[src/sv/lpe_pkg.sv]
`timescale 1ns / 1ps
// ----------------------------------------------------------------------------
// lpe_pkg
// Shared types and constants of the LED line pulse encoder.
// ----------------------------------------------------------------------------
package lpe_pkg;

  localparam int COLOR_W      = 8;
  localparam int TICK_W       = 8;
  localparam int DUR_W        = 16;
  localparam int CFG_IDX_W    = 3;
  localparam int CFG_DATA_W   = 16;
  localparam int PIX_BITS     = 3 * COLOR_W;
  localparam int BIT_CNT_W    = $clog2(PIX_BITS);

  localparam logic [BIT_CNT_W-1:0] LAST_BIT = BIT_CNT_W'(PIX_BITS - 1);

  // register indexes of the configuration port
  localparam logic [CFG_IDX_W-1:0] REG_ONE_HIGH  = 3'd0;
  localparam logic [CFG_IDX_W-1:0] REG_ONE_LOW   = 3'd1;
  localparam logic [CFG_IDX_W-1:0] REG_ZERO_HIGH = 3'd2;
  localparam logic [CFG_IDX_W-1:0] REG_ZERO_LOW  = 3'd3;
  localparam logic [CFG_IDX_W-1:0] REG_LATCH     = 3'd4;

  // reset timing, tuned for a 16 MHz clock
  localparam logic [TICK_W-1:0] ONE_HIGH_RST  = 8'd12;
  localparam logic [TICK_W-1:0] ONE_LOW_RST   = 8'd6;
  localparam logic [TICK_W-1:0] ZERO_HIGH_RST = 8'd6;
  localparam logic [TICK_W-1:0] ZERO_LOW_RST  = 8'd12;
  localparam int                LATCH_LOOPS   = 200;
  localparam logic [DUR_W-1:0]  LATCH_RST     = DUR_W'(LATCH_LOOPS * 3);

  typedef struct packed {
    logic [TICK_W-1:0] one_high;
    logic [TICK_W-1:0] one_low;
    logic [TICK_W-1:0] zero_high;
    logic [TICK_W-1:0] zero_low;
    logic [DUR_W-1:0]  latch;
  } lpe_cfg_t;

  // one pixel in line order: green, red, blue, MSB first from bit 23 down
  typedef struct packed {
    logic [PIX_BITS-1:0] bits;
    logic                eof;
  } lpe_job_t;

endpackage

[src/sv/lpe_ifs.sv]
`timescale 1ns / 1ps
// ----------------------------------------------------------------------------
// lpe_ifs
// Valid/ready channels: pixel input and line segment output.
// ----------------------------------------------------------------------------
interface pixel_if;
  import lpe_pkg::*;
  logic               valid;
  logic               ready;
  logic [COLOR_W-1:0] red;
  logic [COLOR_W-1:0] green;
  logic [COLOR_W-1:0] blue;
  logic               end_of_frame;

  modport source (output valid, red, green, blue, end_of_frame, input ready);
  modport sink   (input valid, red, green, blue, end_of_frame, output ready);
endinterface

interface segment_if;
  import lpe_pkg::*;
  logic             valid;
  logic             ready;
  logic             line_level;
  logic [DUR_W-1:0] duration;
  logic             last_segment;

  modport source (output valid, line_level, duration, last_segment, input ready);
  modport sink   (input valid, line_level, duration, last_segment, output ready);
endinterface

[src/sv/lpe_front.sv]
`timescale 1ns / 1ps
// ----------------------------------------------------------------------------
// lpe_front
// Accepts pixels and packs them into line-order jobs, one register stage.
// ----------------------------------------------------------------------------
module lpe_front (
  input  logic             clk,
  input  logic             rst_n,
  pixel_if.sink            in_pixel,
  output lpe_pkg::lpe_job_t job,
  output logic             job_valid,
  input  logic             job_ready
);
  import lpe_pkg::*;

  logic     valid_r, valid_nxt;
  lpe_job_t job_r, job_nxt;
  logic     take;

  assign in_pixel.ready = !valid_r || job_ready;
  assign take           = in_pixel.valid && in_pixel.ready;

  always_comb begin
    valid_nxt = valid_r;
    job_nxt   = job_r;
    if (take) begin
      valid_nxt    = 1'b1;
      job_nxt.bits = {in_pixel.green, in_pixel.red, in_pixel.blue};
      job_nxt.eof  = in_pixel.end_of_frame;
    end else if (job_ready) begin
      valid_nxt = 1'b0;
    end
  end

  always_ff @(posedge clk) begin
    if (!rst_n) begin
      valid_r <= 1'b0;
    end else begin
      valid_r <= valid_nxt;
    end
    job_r <= job_nxt;
  end

  assign job       = job_r;
  assign job_valid = valid_r;

endmodule

[src/sv/lpe_queue.sv]
`timescale 1ns / 1ps
// ----------------------------------------------------------------------------
// lpe_queue
// Small job FIFO between the front and the segment sequencer.
// ----------------------------------------------------------------------------
module lpe_queue #(
  parameter int DEPTH = 2
) (
  input  logic              clk,
  input  logic              rst_n,
  input  lpe_pkg::lpe_job_t wr_job,
  input  logic              wr_valid,
  output logic              wr_ready,
  output lpe_pkg::lpe_job_t rd_job,
  output logic              rd_valid,
  input  logic              rd_ready
);
  import lpe_pkg::*;

  localparam int PTR_W = $clog2(DEPTH);
  localparam int CNT_W = $clog2(DEPTH + 1);
  localparam logic [PTR_W-1:0] PTR_LAST = PTR_W'(DEPTH - 1);
  localparam logic [CNT_W-1:0] CNT_FULL = CNT_W'(DEPTH);

  lpe_job_t          mem_r [DEPTH];
  logic [PTR_W-1:0]  wr_ptr_r, wr_ptr_nxt;
  logic [PTR_W-1:0]  rd_ptr_r, rd_ptr_nxt;
  logic [CNT_W-1:0]  cnt_r, cnt_nxt;
  logic              push, pop;

  assign wr_ready = (cnt_r != CNT_FULL);
  assign rd_valid = (cnt_r != '0);
  assign rd_job   = mem_r[rd_ptr_r];
  assign push     = wr_valid && wr_ready;
  assign pop      = rd_valid && rd_ready;

  always_comb begin
    wr_ptr_nxt = wr_ptr_r;
    rd_ptr_nxt = rd_ptr_r;
    cnt_nxt    = cnt_r;
    if (push) begin
      wr_ptr_nxt = (wr_ptr_r == PTR_LAST) ? '0 : wr_ptr_r + 1'b1;
    end
    if (pop) begin
      rd_ptr_nxt = (rd_ptr_r == PTR_LAST) ? '0 : rd_ptr_r + 1'b1;
    end
    case ({push, pop})
      2'b10:   cnt_nxt = cnt_r + 1'b1;
      2'b01:   cnt_nxt = cnt_r - 1'b1;
      default: cnt_nxt = cnt_r;
    endcase
  end

  always_ff @(posedge clk) begin
    if (!rst_n) begin
      wr_ptr_r <= '0;
      rd_ptr_r <= '0;
      cnt_r    <= '0;
    end else begin
      wr_ptr_r <= wr_ptr_nxt;
      rd_ptr_r <= rd_ptr_nxt;
      cnt_r    <= cnt_nxt;
    end
    if (push) begin
      mem_r[wr_ptr_r] <= wr_job;
    end
  end

endmodule

[src/sv/lpe_back.sv]
`timescale 1ns / 1ps
// ----------------------------------------------------------------------------
// lpe_back
// Segment sequencer: walks 24 pixel bits, a high and a low segment per bit,
// then the optional latch gap, into an output reg, one per unstalled cycle.
// ----------------------------------------------------------------------------
module lpe_back (
  input  logic              clk,
  input  logic              rst_n,
  input  lpe_pkg::lpe_cfg_t cfg,
  input  lpe_pkg::lpe_job_t job,
  input  logic              job_valid,
  output logic              job_ready,
  segment_if.source         out_segment
);
  import lpe_pkg::*;

  logic                 busy_r, busy_nxt;
  logic [PIX_BITS-1:0]  sr_r, sr_nxt;
  logic                 eof_r, eof_nxt;
  logic                 half_r, half_nxt;   // 0: high segment, 1: low segment
  logic                 latch_r, latch_nxt;
  logic [BIT_CNT_W-1:0] cnt_r, cnt_nxt;

  logic                 ovalid_r, ovalid_nxt;
  logic                 olevel_r, olevel_nxt;
  logic [DUR_W-1:0]     odur_r, odur_nxt;
  logic                 olast_r, olast_nxt;

  logic                 adv, work, fin, take, one, last_bit;
  logic [TICK_W-1:0]    hi_raw, lo_raw, hi_fix, lo_fix;
  logic [DUR_W-1:0]     latch_fix;

  assign adv      = !ovalid_r || out_segment.ready;
  assign work     = busy_r && adv;
  assign last_bit = (cnt_r == LAST_BIT);
  assign fin      = work && (latch_r || (half_r && last_bit && !eof_r));
  assign job_ready = !busy_r || fin;
  assign take     = job_valid && job_ready;

  assign one       = sr_r[PIX_BITS-1];
  assign hi_raw    = one ? cfg.one_high : cfg.zero_high;
  assign lo_raw    = one ? cfg.one_low  : cfg.zero_low;
  // a zero tick count is driven as one tick
  assign hi_fix    = (hi_raw == '0) ? TICK_W'(1) : hi_raw;
  assign lo_fix    = (lo_raw == '0) ? TICK_W'(1) : lo_raw;
  assign latch_fix = (cfg.latch == '0) ? DUR_W'(1) : cfg.latch;

  always_comb begin
    busy_nxt   = busy_r;
    sr_nxt     = sr_r;
    eof_nxt    = eof_r;
    half_nxt   = half_r;
    latch_nxt  = latch_r;
    cnt_nxt    = cnt_r;
    ovalid_nxt = ovalid_r;
    olevel_nxt = olevel_r;
    odur_nxt   = odur_r;
    olast_nxt  = olast_r;

    if (work) begin
      ovalid_nxt = 1'b1;
      if (latch_r) begin
        olevel_nxt = 1'b0;
        odur_nxt   = latch_fix;
        olast_nxt  = 1'b1;
        busy_nxt   = 1'b0;
      end else if (!half_r) begin
        olevel_nxt = 1'b1;
        odur_nxt   = DUR_W'(hi_fix);
        olast_nxt  = 1'b0;
        half_nxt   = 1'b1;
      end else begin
        olevel_nxt = 1'b0;
        odur_nxt   = DUR_W'(lo_fix);
        olast_nxt  = last_bit && !eof_r;
        half_nxt   = 1'b0;
        sr_nxt     = {sr_r[PIX_BITS-2:0], 1'b0};
        cnt_nxt    = cnt_r + 1'b1;
        if (last_bit) begin
          if (eof_r) begin
            latch_nxt = 1'b1;
          end else begin
            busy_nxt = 1'b0;
          end
        end
      end
    end else if (out_segment.ready) begin
      ovalid_nxt = 1'b0;
    end

    if (take) begin
      busy_nxt  = 1'b1;
      sr_nxt    = job.bits;
      eof_nxt   = job.eof;
      half_nxt  = 1'b0;
      latch_nxt = 1'b0;
      cnt_nxt   = '0;
    end
  end

  always_ff @(posedge clk) begin
    if (!rst_n) begin
      busy_r   <= 1'b0;
      half_r   <= 1'b0;
      latch_r  <= 1'b0;
      cnt_r    <= '0;
      ovalid_r <= 1'b0;
    end else begin
      busy_r   <= busy_nxt;
      half_r   <= half_nxt;
      latch_r  <= latch_nxt;
      cnt_r    <= cnt_nxt;
      ovalid_r <= ovalid_nxt;
    end
    sr_r     <= sr_nxt;
    eof_r    <= eof_nxt;
    olevel_r <= olevel_nxt;
    odur_r   <= odur_nxt;
    olast_r  <= olast_nxt;
  end

  assign out_segment.valid        = ovalid_r;
  assign out_segment.line_level   = olevel_r;
  assign out_segment.duration     = odur_r;
  assign out_segment.last_segment = olast_r;

endmodule

[src/sv/led_pixel_pulse_encoder_core.sv]
`timescale 1ns / 1ps
// ----------------------------------------------------------------------------
// led_pixel_pulse_encoder_core
// Encodes RGB pixels into one-wire LED line segments (level, duration, last).
// ----------------------------------------------------------------------------
// Each pixel goes out green, red, blue, MSB first; every bit is a high then a
// low segment whose lengths come from the one/zero tick registers, and a
// pixel flagged end_of_frame gets a trailing low latch segment. The segment
// sequencer emits one segment per clock as long as the output side takes
// every transfer, so a pixel gives 48 segments, or 49 with the latch gap. A
// small job queue between the input stage and the sequencer lets the next
// pixels be accepted while the current one is still being sent.
module led_pixel_pulse_encoder_core #(
  parameter int QUEUE_DEPTH = 2
) (
  input  logic                         clk,
  input  logic                         rst_n,
  pixel_if.sink                        in_pixel,
  segment_if.source                    out_segment,
  input  logic                         cfg_we,
  input  logic [lpe_pkg::CFG_IDX_W-1:0]  cfg_index,
  input  logic [lpe_pkg::CFG_DATA_W-1:0] cfg_wdata
);
  import lpe_pkg::*;

  lpe_cfg_t cfg_r, cfg_nxt;
  lpe_job_t f_job, q_job;
  logic     f_valid, f_ready, q_valid, q_ready;

  always_comb begin
    cfg_nxt = cfg_r;
    if (cfg_we) begin
      unique case (cfg_index)
        REG_ONE_HIGH:  cfg_nxt.one_high  = cfg_wdata[TICK_W-1:0];
        REG_ONE_LOW:   cfg_nxt.one_low   = cfg_wdata[TICK_W-1:0];
        REG_ZERO_HIGH: cfg_nxt.zero_high = cfg_wdata[TICK_W-1:0];
        REG_ZERO_LOW:  cfg_nxt.zero_low  = cfg_wdata[TICK_W-1:0];
        REG_LATCH:     cfg_nxt.latch     = cfg_wdata[DUR_W-1:0];
        default:       cfg_nxt           = cfg_r;
      endcase
    end
  end

  always_ff @(posedge clk) begin
    if (!rst_n) begin
      cfg_r.one_high  <= ONE_HIGH_RST;
      cfg_r.one_low   <= ONE_LOW_RST;
      cfg_r.zero_high <= ZERO_HIGH_RST;
      cfg_r.zero_low  <= ZERO_LOW_RST;
      cfg_r.latch     <= LATCH_RST;
    end else begin
      cfg_r <= cfg_nxt;
    end
  end

  lpe_front u_front (
    .clk       (clk),
    .rst_n     (rst_n),
    .in_pixel  (in_pixel),
    .job       (f_job),
    .job_valid (f_valid),
    .job_ready (f_ready)
  );

  lpe_queue #(
    .DEPTH (QUEUE_DEPTH)
  ) u_queue (
    .clk      (clk),
    .rst_n    (rst_n),
    .wr_job   (f_job),
    .wr_valid (f_valid),
    .wr_ready (f_ready),
    .rd_job   (q_job),
    .rd_valid (q_valid),
    .rd_ready (q_ready)
  );

  lpe_back u_back (
    .clk         (clk),
    .rst_n       (rst_n),
    .cfg         (cfg_r),
    .job         (q_job),
    .job_valid   (q_valid),
    .job_ready   (q_ready),
    .out_segment (out_segment)
  );

  // a high segment never closes a pixel
  a_high_not_last: assert property (@(posedge clk) disable iff (!rst_n)
    out_segment.valid && out_segment.line_level |-> !out_segment.last_segment)
    else $error("high segment flagged as last");

  // zero tick registers are stretched to one tick
  a_dur_nonzero: assert property (@(posedge clk) disable iff (!rst_n)
    out_segment.valid |-> out_segment.duration != '0)
    else $error("segment of zero duration");

  // the closing segment of a pixel is always low: the last bit's low half
  // or the latch gap
  a_last_low: assert property (@(posedge clk) disable iff (!rst_n)
    out_segment.valid && out_segment.last_segment |-> !out_segment.line_level)
    else $error("last segment not low");

endmodule

[src/flat_wrapper.sv]
// flat-port wrapper written by rule: the top's interface ports become plain ports
module led_pixel_pulse_encoder_core_flat import lpe_pkg::*;
#(
  parameter int QUEUE_DEPTH = 2
)
  (clk, rst_n, cfg_we, cfg_index, cfg_wdata, in_pixel_valid, in_pixel_red, in_pixel_green, in_pixel_blue, in_pixel_end_of_frame, in_pixel_ready, out_segment_valid, out_segment_line_level, out_segment_duration, out_segment_last_segment, out_segment_ready);
  pixel_if in_pixel_i ();
  segment_if out_segment_i ();
  input  logic clk;
  input  logic rst_n;
  input  logic cfg_we;
  input  logic [lpe_pkg::CFG_IDX_W-1:0] cfg_index;
  input  logic [lpe_pkg::CFG_DATA_W-1:0] cfg_wdata;
  input wire logic [$bits(in_pixel_i.valid)-1:0] in_pixel_valid;
  input wire logic [$bits(in_pixel_i.red)-1:0] in_pixel_red;
  input wire logic [$bits(in_pixel_i.green)-1:0] in_pixel_green;
  input wire logic [$bits(in_pixel_i.blue)-1:0] in_pixel_blue;
  input wire logic [$bits(in_pixel_i.end_of_frame)-1:0] in_pixel_end_of_frame;
  output wire logic [$bits(in_pixel_i.ready)-1:0] in_pixel_ready;
  output wire logic [$bits(out_segment_i.valid)-1:0] out_segment_valid;
  output wire logic [$bits(out_segment_i.line_level)-1:0] out_segment_line_level;
  output wire logic [$bits(out_segment_i.duration)-1:0] out_segment_duration;
  output wire logic [$bits(out_segment_i.last_segment)-1:0] out_segment_last_segment;
  input wire logic [$bits(out_segment_i.ready)-1:0] out_segment_ready;
  assign in_pixel_i.valid = in_pixel_valid;
  assign in_pixel_i.red = in_pixel_red;
  assign in_pixel_i.green = in_pixel_green;
  assign in_pixel_i.blue = in_pixel_blue;
  assign in_pixel_i.end_of_frame = in_pixel_end_of_frame;
  assign in_pixel_ready = in_pixel_i.ready;
  assign out_segment_valid = out_segment_i.valid;
  assign out_segment_line_level = out_segment_i.line_level;
  assign out_segment_duration = out_segment_i.duration;
  assign out_segment_last_segment = out_segment_i.last_segment;
  assign out_segment_i.ready = out_segment_ready;
  led_pixel_pulse_encoder_core #(.QUEUE_DEPTH(QUEUE_DEPTH)) u_core (.clk(clk), .rst_n(rst_n), .in_pixel(in_pixel_i), .out_segment(out_segment_i), .cfg_we(cfg_we), .cfg_index(cfg_index), .cfg_wdata(cfg_wdata));
endmodule
[config.mk]
export PLATFORM = sky130hd
export DESIGN_NAME = led_pixel_pulse_encoder_core_flat
export DESIGN_NICKNAME = d
export VERILOG_FILES = /design/src/sv/lpe_pkg.sv /design/src/sv/lpe_ifs.sv /design/src/sv/lpe_front.sv /design/src/sv/lpe_queue.sv /design/src/sv/lpe_back.sv /design/src/sv/led_pixel_pulse_encoder_core.sv /design/src/flat_wrapper.sv
export SDC_FILE = /design/constraint.sdc
export NUM_CORES = 1
export LEC_CHECK = 0
export BUFFER_PORTS_ARGS = -buffer_cell sky130_fd_sc_hd__buf_4
export CORE_ASPECT_RATIO = 1.2
export CORE_UTILIZATION = 55
export CTS_CLUSTER_DIAMETER = 30
export DETAILED_ROUTE_END_ITERATION = 12
export GPL_TIMING_DRIVEN = 0
export PLACE_DENSITY = 0.86
export SLEW_MARGIN = 10
export SYNTH_ARGS = -nofsm -noshare
export SYNTH_HDL_FRONTEND = slang
export SYNTH_SLANG_ARGS = --single-unit
[constraint.sdc]
create_clock -name clk -period 2.99 [get_ports clk]
set_clock_uncertainty 0.15 [all_clocks]
set_input_delay 0.1495 -clock clk [delete_from_list [all_inputs] [get_ports clk]]
set_output_delay 0.1495 -clock clk [all_outputs]
set_load 0.1 [all_outputs]
Yosys cells after proc, flatten, opt, wreduce, memory -nomap -nowiden
Memories as Yosys holds them, arrays and structs flattened. A register that Yosys moved wholly into a read port is not among the register bits.
Cells that the tools add are included.

operators by class
  eq/ne operators = 10
  multiplexer cells = 34
  add/subtract/negate cells = 5
  reductions and logical operators = 38
  bitwise operators = 2

operators by type and width
  kind                                                                    count
  24-bit 2-to-1 mux                                                       4
  8-bit 2-to-1 mux                                                        5
  16-bit 2-to-1 mux                                                       2
  1-bit 2-to-1 mux                                                        22
  16-bit logical NOT                                                      1
  8-bit logical NOT                                                       2
  2-bit AND reduction                                                     6
  2-bit nonzero test                                                      6
  1-bit logical AND                                                       8
  3-bit by 2-bit equality test with 1-bit output (second input constant)  2
  3-bit AND reduction                                                     2
  3-bit nonzero test                                                      2
  5-bit by 1-bit adder with 5-bit output (second input constant)          1
  5-bit equality test (second input constant)                             1
  1-bit logical NOT                                                       4
  1-bit logical OR                                                        4
  2-bit case mux with 2 select lines                                      1
  4-bit AND reduction                                                     1
  3-bit by 1-bit equality test with 1-bit output (second input constant)  1
  3-bit equality test (second input constant)                             1
  3-bit logical NOT                                                       1
  3-bit by 1-bit != test with 1-bit output (second input constant)        1
  1-bit adder (second input constant)                                     2
  2-bit by 1-bit adder with 2-bit output (second input constant)          1
  7 further kinds                                                         8

storage, ports and cells
  output and inout port bits = 20
  input bits = 49
  memories = 1
  bits in writable memories = 50
  flip-flop bits (word level) = 130
  logic and storage cells = 111

memories
  name                  words  bits a word  rd ports  clocked after memory_dff  wr ports  line             source
  u_core.u_queue.mem_r  2      25           1         1                         1         lpe_queue.sv:25  lpe_job_t mem_r [DEPTH];

Depth between registers and ports, before layout
Gate-level depths: netlist of run 1.

  depth after elaboration = 9
  gate-level depth with buffers = 10
  mapped depth without buffers = 8

By module
From an unflattened synthesis of run 1, not the netlist that was laid out.

second synthesis, totals
  cell total of the unflattened synthesis = 501
  area, all modules = 7304.5 µm²

modules (own cells, without submodules)
  module                        cells an instance  times used  area an instance (µm²)  seq. area each (µm²)
  lpe_back                      184                1           2578.7                  1471.4
  lpe_queue                     102                1           2033.2                  1601.5
  led_pixel_pulse_encoder_core  185                1           1884.3                  960.9
  lpe_front                     30                 1           808.3                   770.7

Worst setup path before layout of run 1
Ideal clock, no wire load.

  path type = register to register
  start = register u_core.u_back.ovalid_r (netlist: u_core.u_back.out_segment.valid)
  end = register u_core.u_queue.cnt_r[1]
  setup slack = 163 ps
  period minus slack after synthesis = 2827 ps
  buffers on the path = 1
  stages on the path, launching flop included = 9
  data arrival time = 2601 ps
  library setup time = 76 ps
  required time = 2764 ps
  cells stage by stage = dfxtp_1 and2b_1 nor3_2 a21oi_4 inv_4 buf_12 ha_1 or3_1 a21boi_0

on the way
  cells in the longest elaborated chain, start to end = 8
  elaborated cells on any way between the ends = 10
  classes of those cells = eq/ne (2); mux (1); reduce/logical (7)

RTL lines
  item                                                                                   line             source
  start, declared                                                                        lpe_back.sv:25   logic ovalid_r, ovalid_nxt;
  start signal, assigned                                                                 lpe_back.sv:114  ovalid_r <= ovalid_nxt;
  1-bit logical NOT *                                                                    lpe_back.sv:34   assign adv = !ovalid_r || out_segment.ready;
  1-bit logical OR *                                                                     lpe_back.sv:34
  1-bit logical AND *                                                                    lpe_back.sv:35   assign work = busy_r && adv;
  1-bit logical AND *                                                                    lpe_back.sv:37   assign fin = work && (latch_r || (half_r && last_bit && !eof_r));
  1-bit logical OR *                                                                     lpe_back.sv:38   assign job_ready = !busy_r || fin;
  1-bit logical AND *                                                                    lpe_queue.sv:35  assign pop = rd_valid && rd_ready;
  2-bit by 1-bit equality test with 1-bit output or 2-bit equality test (tied branches)  lpe_queue.sv:47  case ({push, pop})
  2-bit case mux with 2 select lines or 2-bit nonzero test (tied branches)               n/a
  end signal, assigned                                                                   lpe_queue.sv:62  cnt_r <= cnt_nxt;
  end, declared                                                                          lpe_queue.sv:28  logic [CNT_W-1:0] cnt_r, cnt_nxt;

Every way passes the cells marked *; elsewhere a longest branch is shown, timed or not.
A chain may end at the register's enable or synchronous reset.

Worst setup path in the final report of run 1
  start = register u_core.u_back.cnt_r[0]
  end = register u_core.u_back.sr_r[5] (enable)

on the way
  cells in the longest elaborated chain, start to end = 9
  elaborated cells on any way between the ends = 11
  classes of those cells = eq/ne (2); reduce/logical (9)

RTL lines
  item                                                                                      line             source
  start, declared                                                                           lpe_back.sv:23   logic [BIT_CNT_W-1:0] cnt_r, cnt_nxt;
  start signal, assigned                                                                    lpe_back.sv:113  cnt_r <= cnt_nxt;
  5-bit equality test *                                                                     lpe_back.sv:36   assign last_bit = (cnt_r == LAST_BIT);
  1-bit logical AND * (2 in a row)                                                          lpe_back.sv:37
  1-bit logical OR *                                                                        lpe_back.sv:37
  1-bit logical AND *                                                                       lpe_back.sv:37
  1-bit logical OR *                                                                        lpe_back.sv:38
  1-bit logical AND *                                                                       lpe_back.sv:39   assign take = job_valid && job_ready;
  2-bit by 1-bit != test with 1-bit output (no line) or 2-bit nonzero test (tied branches)  n/a
  3-bit AND reduction (no line) *                                                           n/a
  end signal, assigned                                                                      lpe_back.sv:116  sr_r <= sr_nxt;
  end, declared                                                                             lpe_back.sv:19   logic [PIX_BITS-1:0] sr_r, sr_nxt;

Marked as above.

==> results of run 1 <==
layout by cell type (no fill, tap or decap), types with 4 or more instances in the layout:
cell type / count
dlygate4sd3_1: 42
inv_6: 4
mux2_4: 17
clkbuf_1: 17
mux4_2: 7
a21boi_0: 38
buf_2: 4
inv_8: 5
clkbuf_16: 17
edfxtp_1: 118
nand3_1: 16
and2_1: 13
nor3_1: 4
nand2b_1: 4
buf_4: 68
o21ai_0: 4
a211oi_1: 4
nand4_1: 4
mux2_2: 31
and3_1: 12
dfxtp_1: 63
nand2_1: 121
xnor2_1: 8
nor4_1: 8
per-layer routing:
layer	up-vias	share of wire, %	track usage [%]
li1	2181	-	-
met1	2328	40	28.63
met2	166	54	44.23
met3	30	4.6	4.694
met4	0	1.9	10.31
met5	-	0	0
what timing repair did:
item                                    4_1_cts  5_1_grt
endpoints found under the setup margin        0        0
hold buffers                                 42        0
endpoints found under the hold margin        74        0
worst reg2reg max path, delay by kind of cell, from the launching register on:
kind	cells	cell delay, ns
AND/OR/NAND/NOR	2	1.00
flip-flops	1	0.34
adder cells (fa/ha/maj)	1	0.25
AO/OA/AOI/OAI	1	0.30
area by class of cell:
type | instances | area share (%)
flip-flops and latches | 181 | 53.74
multi-input cells | 322 | 25.01
repair buffers | 109 | 10.33
clock buffers | 17 | 4.758
well taps | 164 | 2.295
clock inverters | 15 | 2.043
plain buffers | 26 | 1.637
inverters | 4 | 0.1959
sequential cells by signal, indices dropped and copies added, names as in the netlist, named ones only:
register / flops
u_core.cfg_r: 48
u_core.u_back.busy_r: 1
u_core.u_back.cnt_r: 5
u_core.u_back.eof_r: 1
u_core.u_back.half_r: 1
u_core.u_back.latch_r: 1
u_core.u_back.out_segment.duration: 16
u_core.u_back.out_segment.last_segment: 1
u_core.u_back.out_segment.line_level: 1
u_core.u_back.out_segment.valid: 1
u_core.u_back.sr_r: 24
u_core.u_front.job: 25
u_core.u_front.job_valid: 1
u_core.u_queue.cnt_r: 2
u_core.u_queue.mem_r: 50
u_core.u_queue.rd_ptr_r: 1
u_core.u_queue.wr_ptr_r: 1
worst min path at each step:
stage / to
global route: u_core.cfg_r[47]
global placement: u_core.u_front.job[12]
detailed placement: u_core.u_front.job[12]
floorplan: u_core.u_front.job[0]
CTS: u_core.cfg_r[47]
finish: u_core.cfg_r[47]
logic make-up after synthesis:
| group | count (synthesis) | share of synthesized area (%) |
|---|---|---|
| mux | 58 | 11.01 |
| compound gates | 54 | 5.704 |
| xor+xnor | 8 | 0.9738 |
| fa+ha+maj | 2 | 0.3477 |
| flops | 181 | 66.77 |
| simple gates | 200 | 12.92 |
| buf+inv | 30 | 2.278 |
stage by stage:
stage,setup slack (ns),instance area (um2),hold slack [ns]
2_1_floorplan,0.1634,7196,0.09837
3_3_place_gp,0.08600,7904,0.1781
3_5_place_dp,0.4846,7911,0.1790
4_1_cts,0.3882,8940,0.02710
5_1_grt,0.2283,8941,0.05848
6_report,0.4131,8941,0.03810
power groups by stage:
stage          Sequential, uW  Combinational, uW  Clock, uW
6_report                 3460               2450       2310
3_5_place_dp             3500               2350          0
3_3_place_gp             3480               2290          0
2_1_floorplan            3980               1330          0
4_1_cts                  3460               2440       2310
5_1_grt                  3500               2580       2400
==> run_results.csv, run 1 <==
group,metric,value,unit
logic_synthesis,avgSynthCellArea,13.50,um2
clock_network,cts_buffer_depth,2,
worst_setup_path,crit_path_start_kind,"flip-flop",
worst_setup_path,critPathSlowestCell,"nand2_1",
detailed_routing,ant_nets,0,
placement,hpwl,9670,um
worst_setup_path,crit_path_end_kind,"flip-flop",
power_and_ir_drop,p_comb_share,29.8,%
logic_synthesis,syn_area,0.007196,mm2
logic_synthesis,synth-seq-cells,181,
detailed_routing,wl,15780,um
worst_setup_path,reg2reg_depth,4,
cells_and_area,fillers,814,
logic_synthesis,yosys_warnings,0,
status,status,"finished clean",
logic_synthesis,ys_top_cells_by_area,"edfxtp_1 49%, dfxtp_1 18%, nand2_1 6.3%",
worst_setup_path,cp_max_fo,24,
global_route,grt_usage,24.56,%
logic_synthesis,syn-num-nets,584,
worst_setup_path,cp_top_family,"simple AND/OR/NAND/NOR gates",
worst_setup_path,crit_start,"u_core.u_back.cnt_r[0]",
placement,io_buffers,67,
worst_setup_path,path_buf_inv,0,
logic_synthesis,netlist_top_cells_count,"121 x nand2_1, 118 x edfxtp_1, 63 x dfxtp_1, 38 x a21boi_0, 31 x mux2_2",
worst_setup_path,path_cells,"ha_1 > and4_1 > a21oi_4 > nand2_1",
timing,maxSlewViolCount,0,
global_route,grt-ovfl-total,0,
placement,gp_congestion,0.8876,
logic_synthesis,synthArstFlopShare,0,%
worst_hold_path,whs_path_depth,2,
timing,tightest_slew,1.215,ns
detailed_routing,vias,4705,
logic_synthesis,ys_seq_area_share,66.77,%
logic_synthesis,synth_most_common_cell,"nand2_1",
power_and_ir_drop,ir_worst_vdd,0.0004887,V
flow_run,drv_cap,0,
cells_and_area,area_growth,24.26,%
cells_and_area,post-route-util,70.27,%
clock_network,post_cts_resized,0,
power_and_ir_drop,swShare,32.65,%
detailed_routing,wire_per_inst,18.84,um
timing,rsz0062_at_grt,"no",
clock_network,cts_tree,"done",
detailed_routing,drtPass1Iterations,5,
timing,period_share,86.19,%
logic_synthesis,ys_types,44,
worst_hold_path,hp-class,"input port to flip-flop",
floorplan,core,0.01272,mm2
cells_and_area,stdcell_count,838,
logic_synthesis,yosysTopAreaCell,"edfxtp_1",
logic_synthesis,ys.flop_type,"edfxtp_1",
power_and_ir_drop,p_clk_share,28.1,%
clock_network,numCtsBuffers,17,
power_and_ir_drop,p_int,5533,uW
global_route,grt_pass1_wl,24630,um
worst_setup_path,crit_path_end,"u_core.u_back.sr_r[5]",
timing,relSlewSlack,19.03,%
clock_network,cts_setup_buffers,0,
floorplan,initial_core_util,56.55,%
power_and_ir_drop,finalPower,8216,uW
timing,max_clock_freq,388.1,MHz
timing,hold_viol,0,
cells_and_area,multi_input_area,0.002236,mm2
clock_network,cts.sinks,181,
worst_setup_path,arrival,2.33,ns
global_route,antenna_found_initial,0,
floorplan,num_rows,45,
detailed_routing,post_drt_via_cell_ratio,5.615,
clock_network,cts-root-buf,"clkbuf_16",
logic_synthesis,synth_top_area_share,49.24,%
worst_setup_path,reg2reg_slack,0.41,ns
detailed_routing,drt_iter0_drc,276,
worst_setup_path,timing.rr.start,"u_core.u_back.cnt_r[0]",
worst_setup_path,r2r-end,"u_core.u_back.sr_r[5]",
power_and_ir_drop,power_frac_seq,42.2,%
power_and_ir_drop,p_per_area,918.9,mW/mm2
worst_setup_path,worstSetupPathType,"flip-flop to flip-flop",
worst_setup_path,cp.required,2.75,ns
power_and_ir_drop,netSwitchingPower,2683,uW
worst_setup_path,worst-path-stages,4,
floorplan,die_y,127.3,um
global_route,grt_pass1_vias,4767,
timing,tns,0,ns
detailed_routing,drc,0,
global_route,grt_max_degree,26,
clock_network,htreeDepth,4,
logic_synthesis,syn_inst,533,
placement,dp.cells,764,
floorplan,die_area,0.01355,mm2
power_and_ir_drop,power.leakage,0.003333,uW
worst_setup_path,cpPeakStageDelay,0.74,ns
floorplan,io_pins,69,
clock_network,clock_latency,0.43,ns
timing,min_period,2.577,ns
cells_and_area,drive_above_1_share,25.22,%
logic_synthesis,synth-edff-count,118,
cells_and_area,nets,712,
clock_network,clk_pin_slew,0.07,ns
timing,setup_viol,0,
floorplan,dieWidth,106.4,um
cells_and_area,regArea,0.004805,mm2
cells_and_area,num_antenna_cells,0,
worst_hold_path,min_from,"rst_n",
Note: power is estimated with default switching activity, not from simulation.
==> inputs of run 2 (changes only) <==
- ABC_AREA: not set -> 1
==> run 2 against run 1 <==
  * Setup slack got worse by 0.073 ns
  * Synthesized cell count grew 12%
  * Clock power shrank 2%
  * Global-route usage is 2.6 points lower
  * Combinational power up 4%
==> run_results.csv, run 2 <==
group,metric,value,unit
status,status,"finished clean",
global_route,antenna_found_initial,0,
cells_and_area,stdcell_count,907,
worst_hold_path,hp-class,"input port to flip-flop",
timing,hold_viol,0,
clock_network,cts-root-buf,"clkbuf_16",
placement,gp_congestion,0.8782,
cells_and_area,num_antenna_cells,0,
logic_synthesis,syn-num-nets,650,
timing,maxSlewViolCount,0,
detailed_routing,vias,4753,
detailed_routing,drc,0,
timing,tightest_slew,0.9663,ns
logic_synthesis,yosysTopAreaCell,"edfxtp_1",
detailed_routing,drtPass1Iterations,5,
placement,hpwl,8910,um
logic_synthesis,synth_top_area_share,50.76,%
timing,setup_viol,0,
floorplan,num_rows,44,
logic_synthesis,synthArstFlopShare,0,%
power_and_ir_drop,p_int,5409,uW
clock_network,htreeDepth,4,
power_and_ir_drop,p_clk_share,27.4,%
power_and_ir_drop,power_frac_seq,41.9,%
logic_synthesis,yosys_warnings,0,
global_route,grt_max_degree,26,
power_and_ir_drop,finalPower,8292,uW
logic_synthesis,ys_types,30,
cells_and_area,nets,784,
power_and_ir_drop,swShare,34.77,%
cells_and_area,drive_above_1_share,21.18,%
cells_and_area,area_growth,25.83,%
detailed_routing,wire_per_inst,15.12,um
global_route,grt_pass1_wl,21700,um
power_and_ir_drop,netSwitchingPower,2883,uW
placement,io_buffers,67,
timing,max_clock_freq,377.3,MHz
clock_network,clk_pin_slew,0.07,ns
floorplan,io_pins,69,
clock_network,cts.sinks,181,
worst_setup_path,timing.rr.start,"u_core.u_back.busy_r",
detailed_routing,post_drt_via_cell_ratio,5.240,
power_and_ir_drop,ir_worst_vdd,0.0006837,V
worst_setup_path,crit_path_end_kind,"flip-flop",
worst_setup_path,cp_max_fo,24,
timing,holdWs,0.05930,ns
cells_and_area,top_register,"u_core.u_queue.mem_r",
logic_synthesis,ys.flop_type,"edfxtp_1",
timing,relSlewSlack,35.42,%
logic_synthesis,avgSynthCellArea,11.65,um2
clock_network,clock_latency,0.43,ns
logic_synthesis,syn_area,0.006980,mm2
cells_and_area,layout_commonest_cell,"edfxtp_1",
logic_synthesis,syn_inst,599,
floorplan,die_area,0.01315,mm2
detailed_routing,ant_nets,0,
timing,min_period,2.650,ns
placement,dp.cells,829,
cells_and_area,largest_reg_flops,50,
worst_setup_path,crit_path_start_kind,"input port",
logic_synthesis,synth-edff-count,118,
power_and_ir_drop,p_per_area,944.0,mW/mm2
power_and_ir_drop,p_comb_share,30.8,%
power_and_ir_drop,power.leakage,0.003413,uW
timing,rsz0062_at_grt,"no",
cells_and_area,post-route-util,71.87,%
worst_setup_path,crit_start,"out_segment_ready",
global_route,grt_usage,21.91,%
cells_and_area,final_cell_mix,"118 x edfxtp_1, 106 x nand2_1, 67 x buf_4",
global_route,grt_pass1_vias,4751,
worst_hold_path,min_from,"cfg_index[0]",
logic_synthesis,ys_seq_area_share,68.83,%
floorplan,dieWidth,104.8,um
worst_setup_path,cp.required,2.89,ns
timing,period_share,88.64,%
timing,tns,0,ns
logic_synthesis,synth-seq-cells,181,
flow_run,drv_cap,0,
floorplan,initial_core_util,57.12,%
logic_synthesis,netlist_top_cells_count,"118 x edfxtp_1, 106 x nand2_1, 63 x dfxtp_1, 61 x nor2_1, 51 x o21ai_0",
clock_network,cts_tree,"done",
detailed_routing,wl,13720,um
worst_setup_path,worstSetupPathType,"input port to flip-flop",
logic_synthesis,synth_most_common_cell,"edfxtp_1",
worst_setup_path,arrival,2.55,ns
clock_network,numCtsBuffers,17,
global_route,grt-ovfl-total,0,
floorplan,die_y,125.4,um
detailed_routing,drt_iter0_drc,210,
floorplan,core,0.01222,mm2
clock_network,cts_buffer_depth,2,
logic_synthesis,ys_top_cells_by_area,"edfxtp_1 51%, dfxtp_1 18%, nand2_1 5.7%",
[run 2: cells by family (layout without fill, tap and decap cells)]
| logic type | Yosys count | after routing | share of synthesized area [%] |
|---|---|---|---|
| and+or+nand+nor | 198 | 198 | 11.83 |
| DFF | 181 | 181 | 68.83 |
| AOI/OAI and AO/OA | 119 | 119 | 10.31 |
| buffers and inverters | 69 | 216 | 4.427 |
| muxes | 26 | 26 | 3.746 |
| xor gates and xnor gates | 4 | 4 | 0.5020 |
| adders and majority gates | 2 | 2 | 0.3584 |
[run 2: per-layer routing]
layer  vias to the layer above  wire length [um]  GRT usage (%)
met3                        36               625          5.839
met5                         -                 0              0
met2                       146              7572          42.07
met4                         0               360          10.27
met1                      2245              5159          21.54
li1                       2326                 -              -
[run 2: repair_timing]
action,4_1_cts,5_1_grt
gates resized for setup,0,0
hold buffers,46,0
setup buffers,0,0
hold endpoints to repair,78,0
[run 2: worst max-delay path: stages]
cell and delay (ns):
dlygate4sd3_1 0.53, buf_4 0.10, inv_1 0.03, nand2_1 0.08, nand2_2 0.13, inv_2 0.32
nand2_2 0.13, nand2_4 0.11, nand2_4 0.09, buf_6 0.17, nand2_1 0.71
[run 2: path summary, 6_finish.rpt]
check / endpoint / slack [ns] / cells after the start
max: u_core.u_back.sr_r[12] / 0.34 / 11
min: u_core.cfg_r[18] / 0.06 / 4
max reg2reg: u_core.u_back.sr_r[12] / 0.35 / 7
min reg2reg: u_core.u_queue.mem_r[0][20] / 0.30 / 0
[run 2: power by group through the flow]
| stage | Combinational (uW) | Sequential, uW | Clock [uW] |
|---|---|---|---|
| after floorplan | 1370 | 4040 | 0 |
| after global placement | 2390 | 3500 | 0 |
| after detailed placement | 2490 | 3520 | 0 |
| after CTS | 2560 | 3470 | 2290 |
| after global routing | 2730 | 3510 | 2390 |
| final | 2550 | 3470 | 2270 |
[run 2: area by class of cell]
class                      instances  area, um2
inverter                          48      180.2
multi-input combinational        349       1872
tap                              161      201.4
clock buffer                      18      429.2
buffer                            21      128.9
fill                             797       3438
sequential                       181       4805
clock inverter                    14      173.9
timing repair buffer             115      993.5
[run 2: per-stage QoR]
stage | setup WS, ns | cell area [um2]
after floorplan | 0.05378 | 6980
after global placement | 0.1963 | 7685
after detailed placement | 0.3398 | 7720
after CTS | 0.3176 | 8783
after global routing | 0.1907 | 8783
final | 0.3396 | 8783
==> inputs of run 3 (changes only) <==
- CORE_UTILIZATION: 55 -> 58
- PLACE_DENSITY: 0.86 -> 0.89
- clock period: 2.99 -> 3.04 ns (I/O delays scaled with it)
==> run 3 against run 2 <==
  * Register-to-register slack barely moved
  * Sequential power decreased by 2%
  * First-iteration DRC count up 5.7%
  * Design area is 0.51% lower
  * Non-clock buffer count is 2 lower
  * Critical endpoint is now u_core.u_back.sr_r[23]
  * Die area down 5.1%
  * Clock power down 5%
  * Hold slack got worse by 0.044 ns
  * Combinational power about the same
  * Setup slack gained 0.0091 ns
  * Critical path depth is the same
==> run_results.csv, run 3 (same netlist as run 2, synthesis figures left out) <==
group,metric,value,unit
global_route,grtUsageMet1,24.03,%
timing,relSlewSlack,34.05,%
worst_setup_path,worstSetupPathType,"input port to flip-flop",
clock_network,clk_pin_slew,0.07,ns
detailed_routing,post_drt_via_cell_ratio,5.306,
global_route,grt_usage,24.20,%
cells_and_area,nets,782,
global_route,grt-ovfl-total,0,
worst_hold_path,hp-class,"input port to flip-flop",
detailed_routing,wire_per_inst,15.62,um
global_route,gr-max-usage-layer,"met2",
clock_network,hold_buffers,44,
cells_and_area,regArea,0.004805,mm2
timing,hold_viol,0,
cells_and_area,multi_input_area,0.001872,mm2
clock_network,cts_setup_buffers,0,
worst_setup_path,crit_path_end_kind,"flip-flop",
global_route,met2_usage,45.55,%
placement,placed_area,0.007715,mm2
clock_network,htreeDepth,4,
placement,io_buffers,67,
detailed_routing,drt_iter0_drc,222,
power_and_ir_drop,power.leakage,0.003403,uW
detailed_routing,drc,0,
timing,max_clock_freq,371.6,MHz
cells_and_area,post-route-util,75.19,%
floorplan,num_rows,43,
power_and_ir_drop,ir_worst_vdd,0.0006764,V
detailed_routing,ant_nets,0,
clock_network,clock_latency,0.43,ns
cells_and_area,fillers,740,
clock_network,post_cts_resized,0,
floorplan,die_y,122.2,um
floorplan,io_pins,69,
cells_and_area,layout_commonest_cell,"edfxtp_1",
timing,setup_viol,0,
global_route,grt_max_degree,26,
floorplan,dieWidth,102.1,um
clock_network,cts.sinks,181,
cells_and_area,largest_reg_flops,50,
clock_network,cts_buffer_depth,2,
timing,maxSlewViolCount,0,
worst_setup_path,arrival,2.59,ns
cells_and_area,area_growth,25.18,%
placement,hpwl,9113,um
worst_setup_path,cp.required,2.94,ns
timing,period_share,88.53,%
floorplan,die_area,0.01248,mm2
global_route,antenna_found_initial,0,
placement,gp_congestion,0.8476,
clock_network,cts_tree,"done",
floorplan,initial_core_util,60.07,%
power_and_ir_drop,p_per_area,925.8,mW/mm2
cells_and_area,final_cell_mix,"118 x edfxtp_1, 106 x nand2_1, 67 x buf_4",
worst_setup_path,cp_max_fo,24,
cells_and_area,num_antenna_cells,0,
status,status,"finished clean",
cells_and_area,drive_above_1_share,21.37,%
timing,tns,0,ns
timing,rsz0062_at_grt,"no",
timing,holdWs,0.01515,ns
timing,min_period,2.691,ns
flow_run,drv_cap,0,
detailed_routing,drtPass1Iterations,4,
global_route,grt_pass1_wl,22120,um
clock_network,numCtsBuffers,17,
global_route,grt_pass1_vias,4862,
detailed_routing,wl,14070,um
detailed_routing,vias,4781,
clock_network,cts-root-buf,"clkbuf_16",
worst_setup_path,crit_path_start_kind,"input port",
global_route,met3_usage,5.737,%
cells_and_area,final_area,0.008738,mm2
timing,tightest_slew,0.9868,ns
cells_and_area,top_register,"u_core.u_queue.mem_r",
floorplan,core,0.01162,mm2
[run 3: changes by cell type in the layout (fill, tap and decap cells not counted), sizes merged]
cell         delta
bufinv          -2
clkbuf          -1
clkinvlp        -1
dlygate4sd3     -2
inv             +4
[run 3: where the power goes]
| part | leakage [uW] | internal [uW] | switching (uW) |
|---|---|---|---|
| combinational | 0.00150 | 755 | 1780 |
| clock | 0.000282 | 1160 | 985 |
| sequential | 0.00162 | 3260 | 149 |
[run 3: area by class of cell]
class	instances	share of cell area, %
buffer	21	1.475
clock buffer	17	4.868
clock inverter	15	1.804
inverter	48	2.062
multi-input combinational	349	21.42
sequential	181	54.98
tap	157	2.248
timing repair buffer	113	11.14
[run 3: metal layers]
metal	routed length (um)	share of wire, %
met1	5206	37
met2	7848	56
met3	630	4.5
met4	385	2.7
met5	0	0
[run 3: worst paths after layout]
kind	depth (start not counted)	from	end	slack [ns]
hold / removal	3	cfg_index[1]	u_core.cfg_r[16]	0.02
setup reg to reg	7	u_core.u_back.busy_r	u_core.u_back.sr_r[23]	0.36
setup / recovery	11	out_segment_ready	u_core.u_back.sr_r[23]	0.35
hold reg to reg	0	u_core.u_front.job[14]	u_core.u_queue.mem_r[1][14]	0.30
[run 3: through the flow]
stage	power [uW]	setup WS, ns	cells
finish	8090	0.3488	901
global route	8426	0.1946	901
CTS	8097	0.3404	901
detailed placement	5897	0.3791	825
global placement	5789	0.2352	823
floorplan	5323	0.1038	599
[run 3: critical path, cell delays in order]
cell and delay, ns:
dlygate4sd3_1 0.52, buf_4 0.10, inv_1 0.03, nand2_1 0.08, nand2_2 0.14, inv_2 0.35, nand2_2 0.13, nand2_4 0.10
nand2_4 0.09, buf_6 0.17, nand2_1 0.73
